$ cat config.mk
export PLATFORM = sky130hd
export DESIGN_NAME = spi_nor_flash_command_sequencer
export DESIGN_NICKNAME = d
export VERILOG_FILES = /design/src/rtl/snfcs_pkg.sv /design/src/rtl/snfcs_front.sv /design/src/rtl/snfcs_back.sv /design/src/rtl/spi_nor_flash_command_sequencer.sv
export SDC_FILE = /design/constraint.sdc
export NUM_CORES = 1
export LEC_CHECK = 0
export BUFFER_PORTS_ARGS = -buffer_cell sky130_fd_sc_hd__buf_2
export CAP_MARGIN = 40
export CORE_ASPECT_RATIO = 1.4
export CORE_MARGIN = 5
export CORE_UTILIZATION = 45
export CTS_CLUSTER_DIAMETER = 30
export CTS_CLUSTER_SIZE = 20
export DETAILED_ROUTE_END_ITERATION = 12
export GPL_TIMING_DRIVEN = 1
export HOLD_SLACK_MARGIN = 0.06
export PLACE_DENSITY = 0.7
export SLEW_MARGIN = 25
export SYNTH_ARGS = -nofsm -noshare
export SYNTH_HDL_FRONTEND = slang
export SYNTH_HIERARCHICAL = 1
export SYNTH_SLANG_ARGS = --single-unit
$ cat constraint.sdc
create_clock -name clk -period 20.5 [get_ports clk]
set_input_delay 4.1 -clock clk [delete_from_list [all_inputs] [get_ports clk]]
set_output_delay 4.1 -clock clk [all_outputs]
set_load 0.05 [all_outputs]
$ cat src/rtl/snfcs_pkg.sv
`timescale 1ns / 1ps
// ----------------------------------------------------------------------------
// snfcs_pkg: shared types and constants
// Request and result structs, request codes and result kinds.
// ----------------------------------------------------------------------------
package snfcs_pkg;

	localparam int PAGE_BYTES     = 256;
	localparam int SECTOR_BYTES   = 4096;
	localparam int MAX_READ_BYTES = 65536;

	localparam logic [2:0] REQ_ID     = 3'd0;
	localparam logic [2:0] REQ_UID    = 3'd1;
	localparam logic [2:0] REQ_STATUS = 3'd2;
	localparam logic [2:0] REQ_READ   = 3'd3;
	localparam logic [2:0] REQ_PROG   = 3'd4;
	localparam logic [2:0] REQ_ERASE  = 3'd5;
	localparam logic [2:0] REQ_BYTE   = 3'd6;

	localparam logic [2:0] K_SEND   = 3'd0;
	localparam logic [2:0] K_READ   = 3'd1;
	localparam logic [2:0] K_ID     = 3'd2;
	localparam logic [2:0] K_STATUS = 3'd3;
	localparam logic [2:0] K_DONE   = 3'd4;

	localparam logic [0:0] ADDR_FILLER = 1'b0;

	typedef struct packed {
		logic [2:0]  req_type;
		logic [1:0]  status_select;
		logic [23:0] flash_address;
		logic [11:0] sector_index;
		logic [16:0] byte_count;
		logic [7:0]  program_byte;
		logic [7:0]  returned_byte;
	} req_t;

	typedef struct packed {
		logic [2:0]  result_kind;
		logic [7:0]  send_byte;
		logic        end_frame;
		logic [23:0] result_value;
		logic [10:0] block_count;
		logic        last;
	} rsp_t;

	// one queue entry: up to two results from one request
	typedef struct packed {
		logic two;
		rsp_t r0;
		rsp_t r1;
	} pair_t;

	function automatic rsp_t mk(input logic [2:0] k, input logic [7:0] sb,
			input logic ef, input logic [23:0] v, input logic [10:0] bc);
		rsp_t r;
		r.result_kind = k;
		r.send_byte = sb;
		r.end_frame = ef;
		r.result_value = v;
		r.block_count = bc;
		r.last = 1'b0;
		return r;
	endfunction

endpackage

$ cat src/rtl/snfcs_front.sv
`timescale 1ns / 1ps
// ----------------------------------------------------------------------------
// snfcs_front: sequence engine
// Accepts requests, advances the command sequence, emits result pairs.
// ----------------------------------------------------------------------------
module snfcs_front import snfcs_pkg::*; (
	input  logic       clk,
	input  logic       arst_n,
	input  logic       in_valid,
	output logic       in_ready,
	input  req_t       in_data,
	input  logic [7:0] filler,
	output logic       push,
	input  logic       q_full,
	output pair_t      push_data
);

	localparam logic [4:0] PH_IDLE = 5'd0, PH_ID_FIRST = 5'd1, PH_ID_DATA = 5'd2,
		PH_UID_DUMMY = 5'd3, PH_UID_DATA = 5'd4, PH_ST_FILL = 5'd5, PH_ST_DATA = 5'd6,
		PH_CMD = 5'd7, PH_ADDR_HI = 5'd8, PH_ADDR_MID = 5'd9, PH_ADDR_LO = 5'd10,
		PH_DUMMY = 5'd11, PH_XFER_START = 5'd12, PH_XFER = 5'd13, PH_POLL_CMD = 5'd14,
		PH_POLL_FILL = 5'd15, PH_POLL_CHECK = 5'd16;

	logic [4:0]  phase_q, phase_d;
	logic [2:0]  cmd_q, cmd_d;
	logic [23:0] addr_q, addr_d;
	logic [16:0] left_q, left_d;
	logic [23:0] acc_q, acc_d;
	logic [1:0]  sel_q, sel_d;
	logic        n0, n1;
	rsp_t        a, b;
	logic        acc_go;
	logic [23:0] nid;

	function automatic logic [10:0] blocks_of(input logic [7:0] c);
		logic [10:0] r;
		r = 11'd0;
		if (c == 8'h20) r = 11'd1024;
		else if (c >= 8'h11 && c <= 8'h19) r = 11'd1 << (c[3:0] - 4'd0);
		return r;
	endfunction

	assign in_ready = !q_full;
	assign acc_go = in_valid && in_ready;
	assign nid = {acc_q[15:0], in_data.returned_byte};

	always_comb begin
		logic [7:0] sb;
		logic [16:0] c;
		phase_d = phase_q; cmd_d = cmd_q; addr_d = addr_q; left_d = left_q;
		acc_d = acc_q; sel_d = sel_q;
		n0 = 1'b0; n1 = 1'b0;
		a = mk(K_SEND, 8'd0, 1'b0, 24'd0, 11'd0);
		b = a;
		sb = 8'd0;
		c = 17'd0;
		if (in_data.req_type <= REQ_ERASE) begin
			if (phase_q == PH_IDLE) begin
				cmd_d = in_data.req_type;
				n0 = 1'b1;
				case (in_data.req_type)
					REQ_ID: begin
						acc_d = 24'd0; a.send_byte = 8'h9F; phase_d = PH_ID_FIRST;
					end
					REQ_UID: begin
						left_d = 17'd4; a.send_byte = 8'h4B; phase_d = PH_UID_DUMMY;
					end
					REQ_STATUS: begin
						sel_d = in_data.status_select;
						a.send_byte = (in_data.status_select == 2'd1) ? 8'h05 :
							(in_data.status_select == 2'd2) ? 8'h35 : 8'h15;
						phase_d = PH_ST_FILL;
					end
					REQ_READ: begin
						addr_d = in_data.flash_address;
						c = in_data.byte_count;
						left_d = (c > 17'(MAX_READ_BYTES)) ? 17'(MAX_READ_BYTES) : c;
						a.send_byte = 8'h0B; phase_d = PH_ADDR_HI;
					end
					REQ_PROG: begin
						addr_d = in_data.flash_address;
						c = in_data.byte_count;
						left_d = (c > 17'(PAGE_BYTES)) ? 17'(PAGE_BYTES) : c;
						a.send_byte = 8'h06; a.end_frame = 1'b1; phase_d = PH_CMD;
					end
					default: begin
						addr_d = 24'(in_data.sector_index) * 24'(SECTOR_BYTES);
						left_d = 17'd0;
						a.send_byte = 8'h06; a.end_frame = 1'b1; phase_d = PH_CMD;
					end
				endcase
			end
		end else if (in_data.req_type == REQ_BYTE) begin
			case (phase_q)
				PH_ID_FIRST: begin
					n0 = 1'b1; a.send_byte = filler; left_d = 17'd2; phase_d = PH_ID_DATA;
				end
				PH_ID_DATA: begin
					acc_d = nid; n0 = 1'b1;
					if (left_q != 17'd0) begin
						a.send_byte = filler; a.end_frame = (left_q == 17'd1);
						left_d = left_q - 17'd1;
					end else begin
						a = mk(K_ID, 8'd0, 1'b0, nid, blocks_of(nid[7:0]));
						phase_d = PH_IDLE;
					end
				end
				PH_UID_DUMMY: begin
					n0 = 1'b1; a.send_byte = filler;
					if (left_q != 17'd0) left_d = left_q - 17'd1;
					else begin
						left_d = 17'd7; phase_d = PH_UID_DATA;
					end
				end
				PH_UID_DATA: begin
					n0 = 1'b1;
					a = mk(K_ID, 8'd0, 1'b0, {16'd0, in_data.returned_byte}, 11'd0);
					if (left_q != 17'd0) begin
						n1 = 1'b1; b.send_byte = filler; b.end_frame = (left_q == 17'd1);
						left_d = left_q - 17'd1;
					end else phase_d = PH_IDLE;
				end
				PH_ST_FILL: begin
					n0 = 1'b1; a.send_byte = filler; a.end_frame = 1'b1; phase_d = PH_ST_DATA;
				end
				PH_ST_DATA: begin
					n0 = 1'b1;
					a = mk(K_STATUS, 8'd0, 1'b0, {16'd0, in_data.returned_byte}, 11'd0);
					phase_d = PH_IDLE;
				end
				PH_CMD: begin
					n0 = 1'b1; a.send_byte = (cmd_q == REQ_PROG) ? 8'h02 : 8'h20;
					phase_d = PH_ADDR_HI;
				end
				PH_ADDR_HI: begin
					n0 = 1'b1; a.send_byte = addr_q[23:16]; phase_d = PH_ADDR_MID;
				end
				PH_ADDR_MID: begin
					n0 = 1'b1; a.send_byte = addr_q[15:8]; phase_d = PH_ADDR_LO;
				end
				PH_ADDR_LO: begin
					n0 = 1'b1; a.send_byte = addr_q[7:0];
					a.end_frame = (cmd_q == REQ_ERASE) ||
						(cmd_q == REQ_PROG && left_q == 17'd0);
					phase_d = (cmd_q == REQ_READ) ? PH_DUMMY :
						(cmd_q == REQ_PROG) ? PH_XFER_START : PH_POLL_CMD;
				end
				PH_DUMMY: begin
					n0 = 1'b1; a.end_frame = (left_q == 17'd0); phase_d = PH_XFER_START;
				end
				PH_XFER_START, PH_XFER: begin
					sb = (cmd_q == REQ_PROG) ? in_data.program_byte : 8'd0;
					if (left_q == 17'd0) begin
						phase_d = PH_IDLE;
					end else begin
						left_d = left_q - 17'd1; phase_d = PH_XFER;
					end
					if (phase_q == PH_XFER && cmd_q == REQ_READ) begin
						n0 = 1'b1; n1 = 1'b1;
						a = mk(K_READ, 8'd0, 1'b0, {16'd0, in_data.returned_byte}, 11'd0);
						b = (left_q == 17'd0) ? mk(K_DONE, 8'd0, 1'b0, 24'd0, 11'd0) :
							mk(K_SEND, sb, left_q == 17'd1, 24'd0, 11'd0);
					end else begin
						n0 = 1'b1;
						a = (left_q == 17'd0) ? mk(K_DONE, 8'd0, 1'b0, 24'd0, 11'd0) :
							mk(K_SEND, sb, left_q == 17'd1, 24'd0, 11'd0);
					end
				end
				PH_POLL_CMD: begin
					n0 = 1'b1; a.send_byte = 8'h05; phase_d = PH_POLL_FILL;
				end
				PH_POLL_FILL: begin
					n0 = 1'b1; a.send_byte = filler; a.end_frame = 1'b1;
					phase_d = PH_POLL_CHECK;
				end
				PH_POLL_CHECK: begin
					n0 = 1'b1;
					if (in_data.returned_byte[0]) begin
						a.send_byte = 8'h05; phase_d = PH_POLL_FILL;
					end else begin
						a = mk(K_DONE, 8'd0, 1'b0, 24'd0, 11'd0); phase_d = PH_IDLE;
					end
				end
				default: phase_d = PH_IDLE;
			endcase
		end
		if (n1) b.last = 1'b1;
		else a.last = 1'b1;
	end

	assign push = acc_go && n0;
	assign push_data = '{two: n1, r0: a, r1: b};

	always_ff @(posedge clk or negedge arst_n) begin
		if (!arst_n) begin
			phase_q <= PH_IDLE; cmd_q <= 3'd0; addr_q <= 24'd0; left_q <= 17'd0;
			acc_q <= 24'd0; sel_q <= 2'd1;
		end else if (acc_go) begin
			phase_q <= phase_d; cmd_q <= cmd_d; addr_q <= addr_d; left_q <= left_d;
			acc_q <= acc_d; sel_q <= sel_d;
		end
	end

`ifndef SYNTHESIS
	a_idle_legal: assert property (@(posedge clk) disable iff (!arst_n)
		phase_q <= PH_POLL_CHECK) else $error("phase out of range");
	a_no_push_full: assert property (@(posedge clk) disable iff (!arst_n)
		q_full |-> !push) else $error("push into full queue");
	a_two_needs_one: assert property (@(posedge clk) disable iff (!arst_n)
		(push && push_data.two) |-> !push_data.r0.last) else $error("bad last");
`endif

endmodule

$ cat src/rtl/snfcs_back.sv
`timescale 1ns / 1ps
// ----------------------------------------------------------------------------
// snfcs_back: result queue and drain
// Two-entry queue of result pairs; unpacks each pair onto the output.
// ----------------------------------------------------------------------------
module snfcs_back import snfcs_pkg::*; (
	input  logic  clk,
	input  logic  arst_n,
	input  logic  push,
	input  pair_t push_data,
	output logic  q_full,
	output logic  out_valid,
	input  logic  out_ready,
	output rsp_t  out_data
);

	pair_t      ent_q [2];
	logic       wp_q, rp_q, half_q;
	logic [1:0] cnt_q;
	logic       pop_one, pop_pair;

	assign q_full = (cnt_q == 2'd2);
	assign out_valid = (cnt_q != 2'd0);
	assign out_data = half_q ? ent_q[rp_q].r1 : ent_q[rp_q].r0;
	assign pop_one = out_valid && out_ready;
	assign pop_pair = pop_one && (half_q || !ent_q[rp_q].two);

	always_ff @(posedge clk) begin
		if (push) ent_q[wp_q] <= push_data;
	end

	always_ff @(posedge clk or negedge arst_n) begin
		if (!arst_n) begin
			wp_q <= 1'b0; rp_q <= 1'b0; half_q <= 1'b0; cnt_q <= 2'd0;
		end else begin
			if (push) wp_q <= !wp_q;
			if (pop_pair) begin
				rp_q <= !rp_q; half_q <= 1'b0;
			end else if (pop_one) half_q <= 1'b1;
			cnt_q <= cnt_q + 2'(push) - 2'(pop_pair);
		end
	end

`ifndef SYNTHESIS
	a_cnt: assert property (@(posedge clk) disable iff (!arst_n)
		cnt_q <= 2'd2) else $error("queue overflow");
	a_half: assert property (@(posedge clk) disable iff (!arst_n)
		half_q |-> (out_valid && ent_q[rp_q].two)) else $error("half pointer stray");
	a_lastpair: assert property (@(posedge clk) disable iff (!arst_n)
		pop_pair |-> out_data.last) else $error("pair end without last");
`endif

endmodule

$ cat src/rtl/spi_nor_flash_command_sequencer.sv
`timescale 1ns / 1ps
// ----------------------------------------------------------------------------
// spi_nor_flash_command_sequencer: serial NOR flash command sequencer
// Issues ID, status, read, program and erase byte sequences on request.
// ----------------------------------------------------------------------------
// Channel | Direction | Handshake
// in      | input     | in_valid / in_ready, payload in_data (req_t)
// out     | output    | out_valid / out_ready, payload out_data (rsp_t)
// apb     | input     | psel/penable/pwrite, filler byte at address 0
//
// One request a cycle while in_ready is high; each makes zero, one or two result
// items. The front engine updates the sequence state in the accepting cycle; a
// two-entry queue of result pairs decouples it from the output, which drains
// one item a cycle while out_ready is high. in_ready drops only while the queue
// is full. Reset clears the phase to idle and the filler byte to 0xA5.
module spi_nor_flash_command_sequencer import snfcs_pkg::*; (
	input  logic        clk,
	input  logic        arst_n,
	input  logic        in_valid,
	output logic        in_ready,
	input  req_t        in_data,
	output logic        out_valid,
	input  logic        out_ready,
	output rsp_t        out_data,
	input  logic        psel,
	input  logic        penable,
	input  logic        pwrite,
	input  logic [0:0]  paddr,
	input  logic [31:0] pwdata,
	output logic [31:0] prdata,
	output logic        pready
);

	logic [7:0] filler_q;
	logic       push, q_full;
	pair_t      push_data;

	// register write: filler byte only
	assign pready = 1'b1;
	assign prdata = (paddr == ADDR_FILLER) ? {24'd0, filler_q} : 32'd0;

	always_ff @(posedge clk or negedge arst_n) begin
		if (!arst_n) begin
			filler_q <= 8'hA5;
		end else if (psel && penable && pwrite && paddr == ADDR_FILLER) begin
			filler_q <= pwdata[7:0];
		end
	end

	snfcs_front u_front (
		.clk, .arst_n, .in_valid, .in_ready, .in_data,
		.filler(filler_q), .push, .q_full, .push_data
	);

	snfcs_back u_back (
		.clk, .arst_n, .push, .push_data, .q_full, .out_valid, .out_ready, .out_data
	);

`ifndef SYNTHESIS
	a_ready: assert property (@(posedge clk) disable iff (!arst_n)
		in_ready == !q_full) else $error("ready mismatch");
	a_pready: assert property (@(posedge clk) pready) else $error("pready low");
	a_push: assert property (@(posedge clk) disable iff (!arst_n)
		push |-> (in_valid && in_ready)) else $error("push without request");
`endif

endmodule

# Word-level counts from Yosys, hierarchy flattened
# Memories as Yosys holds them, arrays and structs flattened.
# Index checks and enable logic that the tools add are counted.
dict set report word_totals {
  reg_bits 78
  mem_bits_rw 194
  in_bits 114
  out_inout_bits 83
  wordCells 172
  memories 1
}
dict set report op_classes {
  addsub 3
  magnitude_cmp 5
  eq_ne 36
  n_shift 1
  muxes 74
  bitwise 2
  n_reduce_logical 40
}
# memory depth width rd rd_ports_with_merged_regs write_ports line
set mem_list {}
lappend mem_list {u_back.ent_q 2 97 1 0 1 snfcs_back.sv:17} ;# pair_t ent_q [2];
# op n
set op_table {}
lappend op_table {{$mux W48} 7}
lappend op_table {{$mux W17} 8}
lappend op_table {{$pmux W17 S4} 2}
lappend op_table {{$mux W36} 3}
lappend op_table {{$pmux W36 S3} 1}
lappend op_table {{$mux W16} 5}
lappend op_table {{$pmux W8 S9} 1}
lappend op_table {{$pmux W5 S13} 1}
lappend op_table {{$pmux W24 S2} 1}
lappend op_table {{$eq A5 B4 Y1 const B} 8}
lappend op_table {{$pmux W8 S4} 1}
lappend op_table {{$mux W5} 6}
lappend op_table {{$mux W9} 3}
lappend op_table {{$mux W8} 3}
lappend op_table {{$mux W11} 2}
lappend op_table {{$eq A5 B3 Y1 const B} 4}
lappend op_table {{$pmux W9 S2} 1}
lappend op_table {{$eq A17 B1 Y1 const B} 1}
lappend op_table {{$gt A17 B17 Y1 const B} 1}
lappend op_table {{$gt A17 B9 Y1 const B} 1}
lappend op_table {{$logic_not A17 Y1} 1}
lappend op_table {{$reduce_bool A17 Y1} 1}
lappend op_table {{$sub A17 B1 Y17 const B} 1}
lappend op_table {{$pmux W4 S4} 1}
lappend op_table {{other kinds (42)} 97}

# Depth between registers and ports, before layout
dict set report logic_depth {
  depth_word 9
  ltp_mapped 11
  mapped_depth_nobuf 10
}

# By module
# The synthesis kept the hierarchy.
# module instances cells_per_inst area_each_um2 seq_area_each_um2
set by_module_without_submodules {}
lappend by_module_without_submodules {snfcs_back 1 282 7352.1 5950.7}
lappend by_module_without_submodules {snfcs_front 1 653 5139.9 1626.6}
lappend by_module_without_submodules {spi_nor_flash_command_sequencer 1 52 584.3 205.2}

# Least setup slack after synthesis
# No wires, ideal clock.
dict set report synth_path {
  path_kind {input to register}
  from {input port in_data[72] (netlist bit)}
  to {memory u_back/ent_q[0][0] (netlist bit) (enable)}
  setup_ns 0.565
  arrival_ns 9.380
  required_time_ns 19.935
  setup_slack_ns 10.555
  path_stages 8
  n_path_buf 1
  cell_sequence {nand2_1 clkbuf_8 nor2_1 o21ai_0 a21oi_1 a31oi_1 nor2_1 nor2b_1}
}
dict set report synth_via {
  elab_chain_len 6
  elab_cells_between_ends 7
  cone_classes {order compare: 1; eq/ne: 1; mux: 4; reduce/logical: 1}
}
# item line
set synth_rtl {}
lappend synth_rtl {{start: declaration} spi_nor_flash_command_sequencer.sv:21} ;# input req_t in_data,
lappend synth_rtl {{branches (longest 2 deep; another with $le A3 B3 Y1)} -}
lappend synth_rtl {{$mux W1 *} snfcs_front.sv:57} ;# if (in_data.req_type <= REQ_ERASE) begin
lappend synth_rtl {{$logic_and A1 B1 Y1 *} snfcs_front.sv:191} ;# assign push = acc_go && n0;
lappend synth_rtl {{via push} spi_nor_flash_command_sequencer.sv:35} ;# logic push, q_full;
lappend synth_rtl {{$mux W1 *} snfcs_back.sv:29} ;# if (push) ent_q[wp_q] <= push_data;
lappend synth_rtl {{$mux W1 (not written as such) *} snfcs_back.sv:29}
lappend synth_rtl {{end: declaration} snfcs_back.sv:17}
# Mark *: on every way through the listed nets, which the timed path passes.

# Final worst setup path
dict set report layout_path {
  from {input port paddr}
  to {output port prdata[1]}
}
dict set report layout_via {
  elab_chain_len 1
}
# item line
set layout_rtl {}
lappend layout_rtl {{start: declaration} spi_nor_flash_command_sequencer.sv:28} ;# input logic [0:0] paddr,
lappend layout_rtl {{$mux W8} spi_nor_flash_command_sequencer.sv:40} ;# assign prdata = (paddr == ADDR_FILLER) ? {24'd0, filler_q} : 32'd0;
lappend layout_rtl {{end: declaration} spi_nor_flash_command_sequencer.sv:30} ;# output logic [31:0] prdata,
# Every way passes these cells.

==> flow_summary.json <==
{
  "status": "finished, final reports clean",
  "cts_buffer_depth": 3,
  "final_area_um2": 15400,
  "rows": 73,
  "die_area_um2": 32600,
  "seqCellArea_um2": 7790,
  "drt_first_pass_iters": 5,
  "fillCellCount": 2392,
  "synthToLayoutAreaGrowth_pct": 17.5,
  "synthDistinctLibCells": 84,
  "ys_seq_area_frac": 0.595,
  "synthFlopType": "edfxtp_1",
  "cts_tree": "yes",
  "routabilityCongestion": 0.932,
  "drt-total-wl_um": 28900,
  "critPathSlowestCell": "buf_2",
  "grt_pass1_vias": 8680,
  "syn_area_um2": 13100,
  "synthArstFlopShare": 0.287,
  "cts_buffers": 42,
  "cp-start-kind": "input pin",
  "drtIter0Drc": 552,
  "crit_chain": "buf_2 > and2b_2 > buf_2",
  "max_freq_ghz": 0.114,
  "clk_latency_ns": 0.53,
  "die_h_um": 212,
  "overflow": 0,
  "worst_slew_pin_slew_ns": 0.748,
  "setup_viol": 0,
  "placed_area_um2": 13900,
  "num_vias": 8406,
  "worstSetupPathType": "input pin to output pin",
  "grt_pass1_wl_um": 46100,
  "cts_setup_buffers": 0,
  "io_pins": 197,
  "p_leak_nw": 5.99,
  "hold_path.class": "register to register",
  "peakVddDrop_mv": 0.0871,
  "cp-end-kind": "output pin",
  "holdWs_ns": 0.475,
  "htreeDepth": 2,
  "cp.arrival_ns": 4.71,
  "clk_pin_slew_ns": 0.05,
  "final.setup.tns_ns": 0,
  "worst_clock_skew_ns": 0.0161,
  "drt-wirelength-per-cell_um": 18.6,
  "final_common_cell": "edfxtp_1",
  "io_buffers": 147,
  "hold_viol": 0,
  "multiInputGateArea_um2": 4640,
  "final_max_slew_viol_count": 0,
  "maxSlewHeadroom": 0.501,
  "die_width_um": 154,
  "n_antenna_cell": 0,
  "required_ns": 16.40,
  "fin_cells": 1552,
  "grtUsageTotal": 0.176,
  "path_common_cell": "buf_2",
  "maxCapViolations": 0,
  "path_max_fanout": 9,
  "ys_warn_count": 6,
  "cpPeakStageDelay_ns": 0.26,
  "grt_max_degree": 55,
  "post_cts_resized": 0,
  "most-common-layout-cells": "edfxtp_1, buf_2, nand2_1",
  "rsz0062_at_grt": "false",
  "ant_nets": 0,
  "drcViolationCount": 0,
  "cts_hold_buf": 0,
  "period_share": 0.430,
  "avgSynthCellArea_um2": 13.2,
  "synth_edf_count": 194,
  "syn-instance-count": 987,
  "power_mw": 2.26,
  "core_um2": 28600,
  "routed_via_density": 5.42,
  "cts_root_buffer": "clkbuf_16",
  "dp_hpwl_um": 20400,
  "period_needed_ns": 8.81,
  "nets": 1261,
  "synth-seq-cells": 272,
  "power.density_nw_per_um2": 147,
  "drive_above_1_share": 0.286,
  "antenna_found_initial": 0,
  "dp_cells": 1472,
  "initial_core_util": 0.457,
  "clock-sinks": 272
}
-- cells by family after synthesis --
family | count (synthesis) | synth area share
AO/OA/AOI/OAI | 188 | 0.0982
adder cells (fa/ha/maj) | 4 | 0.00383
flip-flops | 272 | 0.595
other | 3 | 0.000861
XOR/XNOR | 3 | 0.00201
AND/OR/NAND/NOR | 307 | 0.125
multiplexers | 78 | 0.107
buffers and inverters | 132 | 0.0677
-- sequential cells by signal (all words and copies together), names as in the netlist --
register         count
u_front/left_q      17
u_front/acc_q       16
u_back/half_q        1
u_front/phase_q      5
u_back/cnt_q         2
u_front/addr_q      24
u_back/wp_q          1
filler_q             8
u_back/ent_q       194
u_back/rp_q          1
u_front/cmd_q        3
-- worst max-delay path, delay by kind of cell --
family	cells	cell delay [ns]
buffers and inverters	2	0.40
and+or+nand+nor	1	0.21
-- power by group --
part / switching [mW] / internal (mW) / leakage (nW) / total (mW)
Sequential: 0.0814 / 0.685 / 2.79 / 0.766
Clock: 0.258 / 0.451 / 0.712 / 0.709
Combinational: 0.518 / 0.265 / 2.49 / 0.783
-- Yosys cell counts, drive strengths merged, types with 7 or more instances --
cell    number  area share
a21oi       28       0.011
a221o       10      0.0077
a22o        15       0.010
a22oi        7      0.0040
and2        36       0.017
and2b        8      0.0054
buf         86       0.052
clkbuf      28       0.010
dfrtp       74        0.14
edfxtp     194        0.45
inv         18      0.0052
mux2         9      0.0078
mux2i       21       0.017
mux4        48       0.083
nand2       92       0.027
nand2b      10      0.0048
nand3       17      0.0065
nand4        7      0.0038
nor2        61       0.018
nor2b       14      0.0067
nor3        16      0.0070
nor4        11      0.0062
o21ai       61       0.024
or2          7      0.0033
-- metrics by stage --
stage	setup slack, ns	utilization
after floorplan	10.55	-
final	11.69	0.537
after global routing	11.67	0.537
after global placement	11.71	0.482
after CTS	11.69	0.537
after detailed placement	11.69	0.486
-- per-layer routing --
| layer | global-route usage | part of all wire |
|---|---|---|
| met5 | 0 | 0 |
| met4 | 0.0683 | 0.031 |
| met3 | 0.0331 | 0.062 |
| met2 | 0.316 | 0.53 |
| met1 | 0.208 | 0.38 |
-- final timing paths --
| check | depth (start not counted) | to | slack (ns) | startpoint |
|---|---|---|---|---|
| worst max-delay path | 3 | prdata[1] | 11.69 | paddr |
| worst min-delay path | 2 | u_front/addr_q[13] | 0.48 | u_front/addr_q[13] |
| worst max register to register | 9 | u_back/ent_q[0][24] | 16.97 | u_front/phase_q[2] |
| worst min register to register | 2 | u_front/addr_q[13] | 0.48 | u_front/addr_q[13] |
| max in group asynchronous | 2 | u_back/rp_q | 15.96 | arst_n |
| min in group asynchronous | 1 | u_front/left_q[14] | 3.54 | arst_n |
-- final cells by class --
cell class | count | share of cell area
repair buffers | 166 | 0.0621
multi-input cells | 643 | 0.302
well taps | 375 | 0.0305
clock buffers | 48 | 0.0754
inverters | 18 | 0.00440
clock inverters | 30 | 0.0184
flip-flops and latches | 272 | 0.507
No activity file was read; power rests on OpenSTA's default activity.
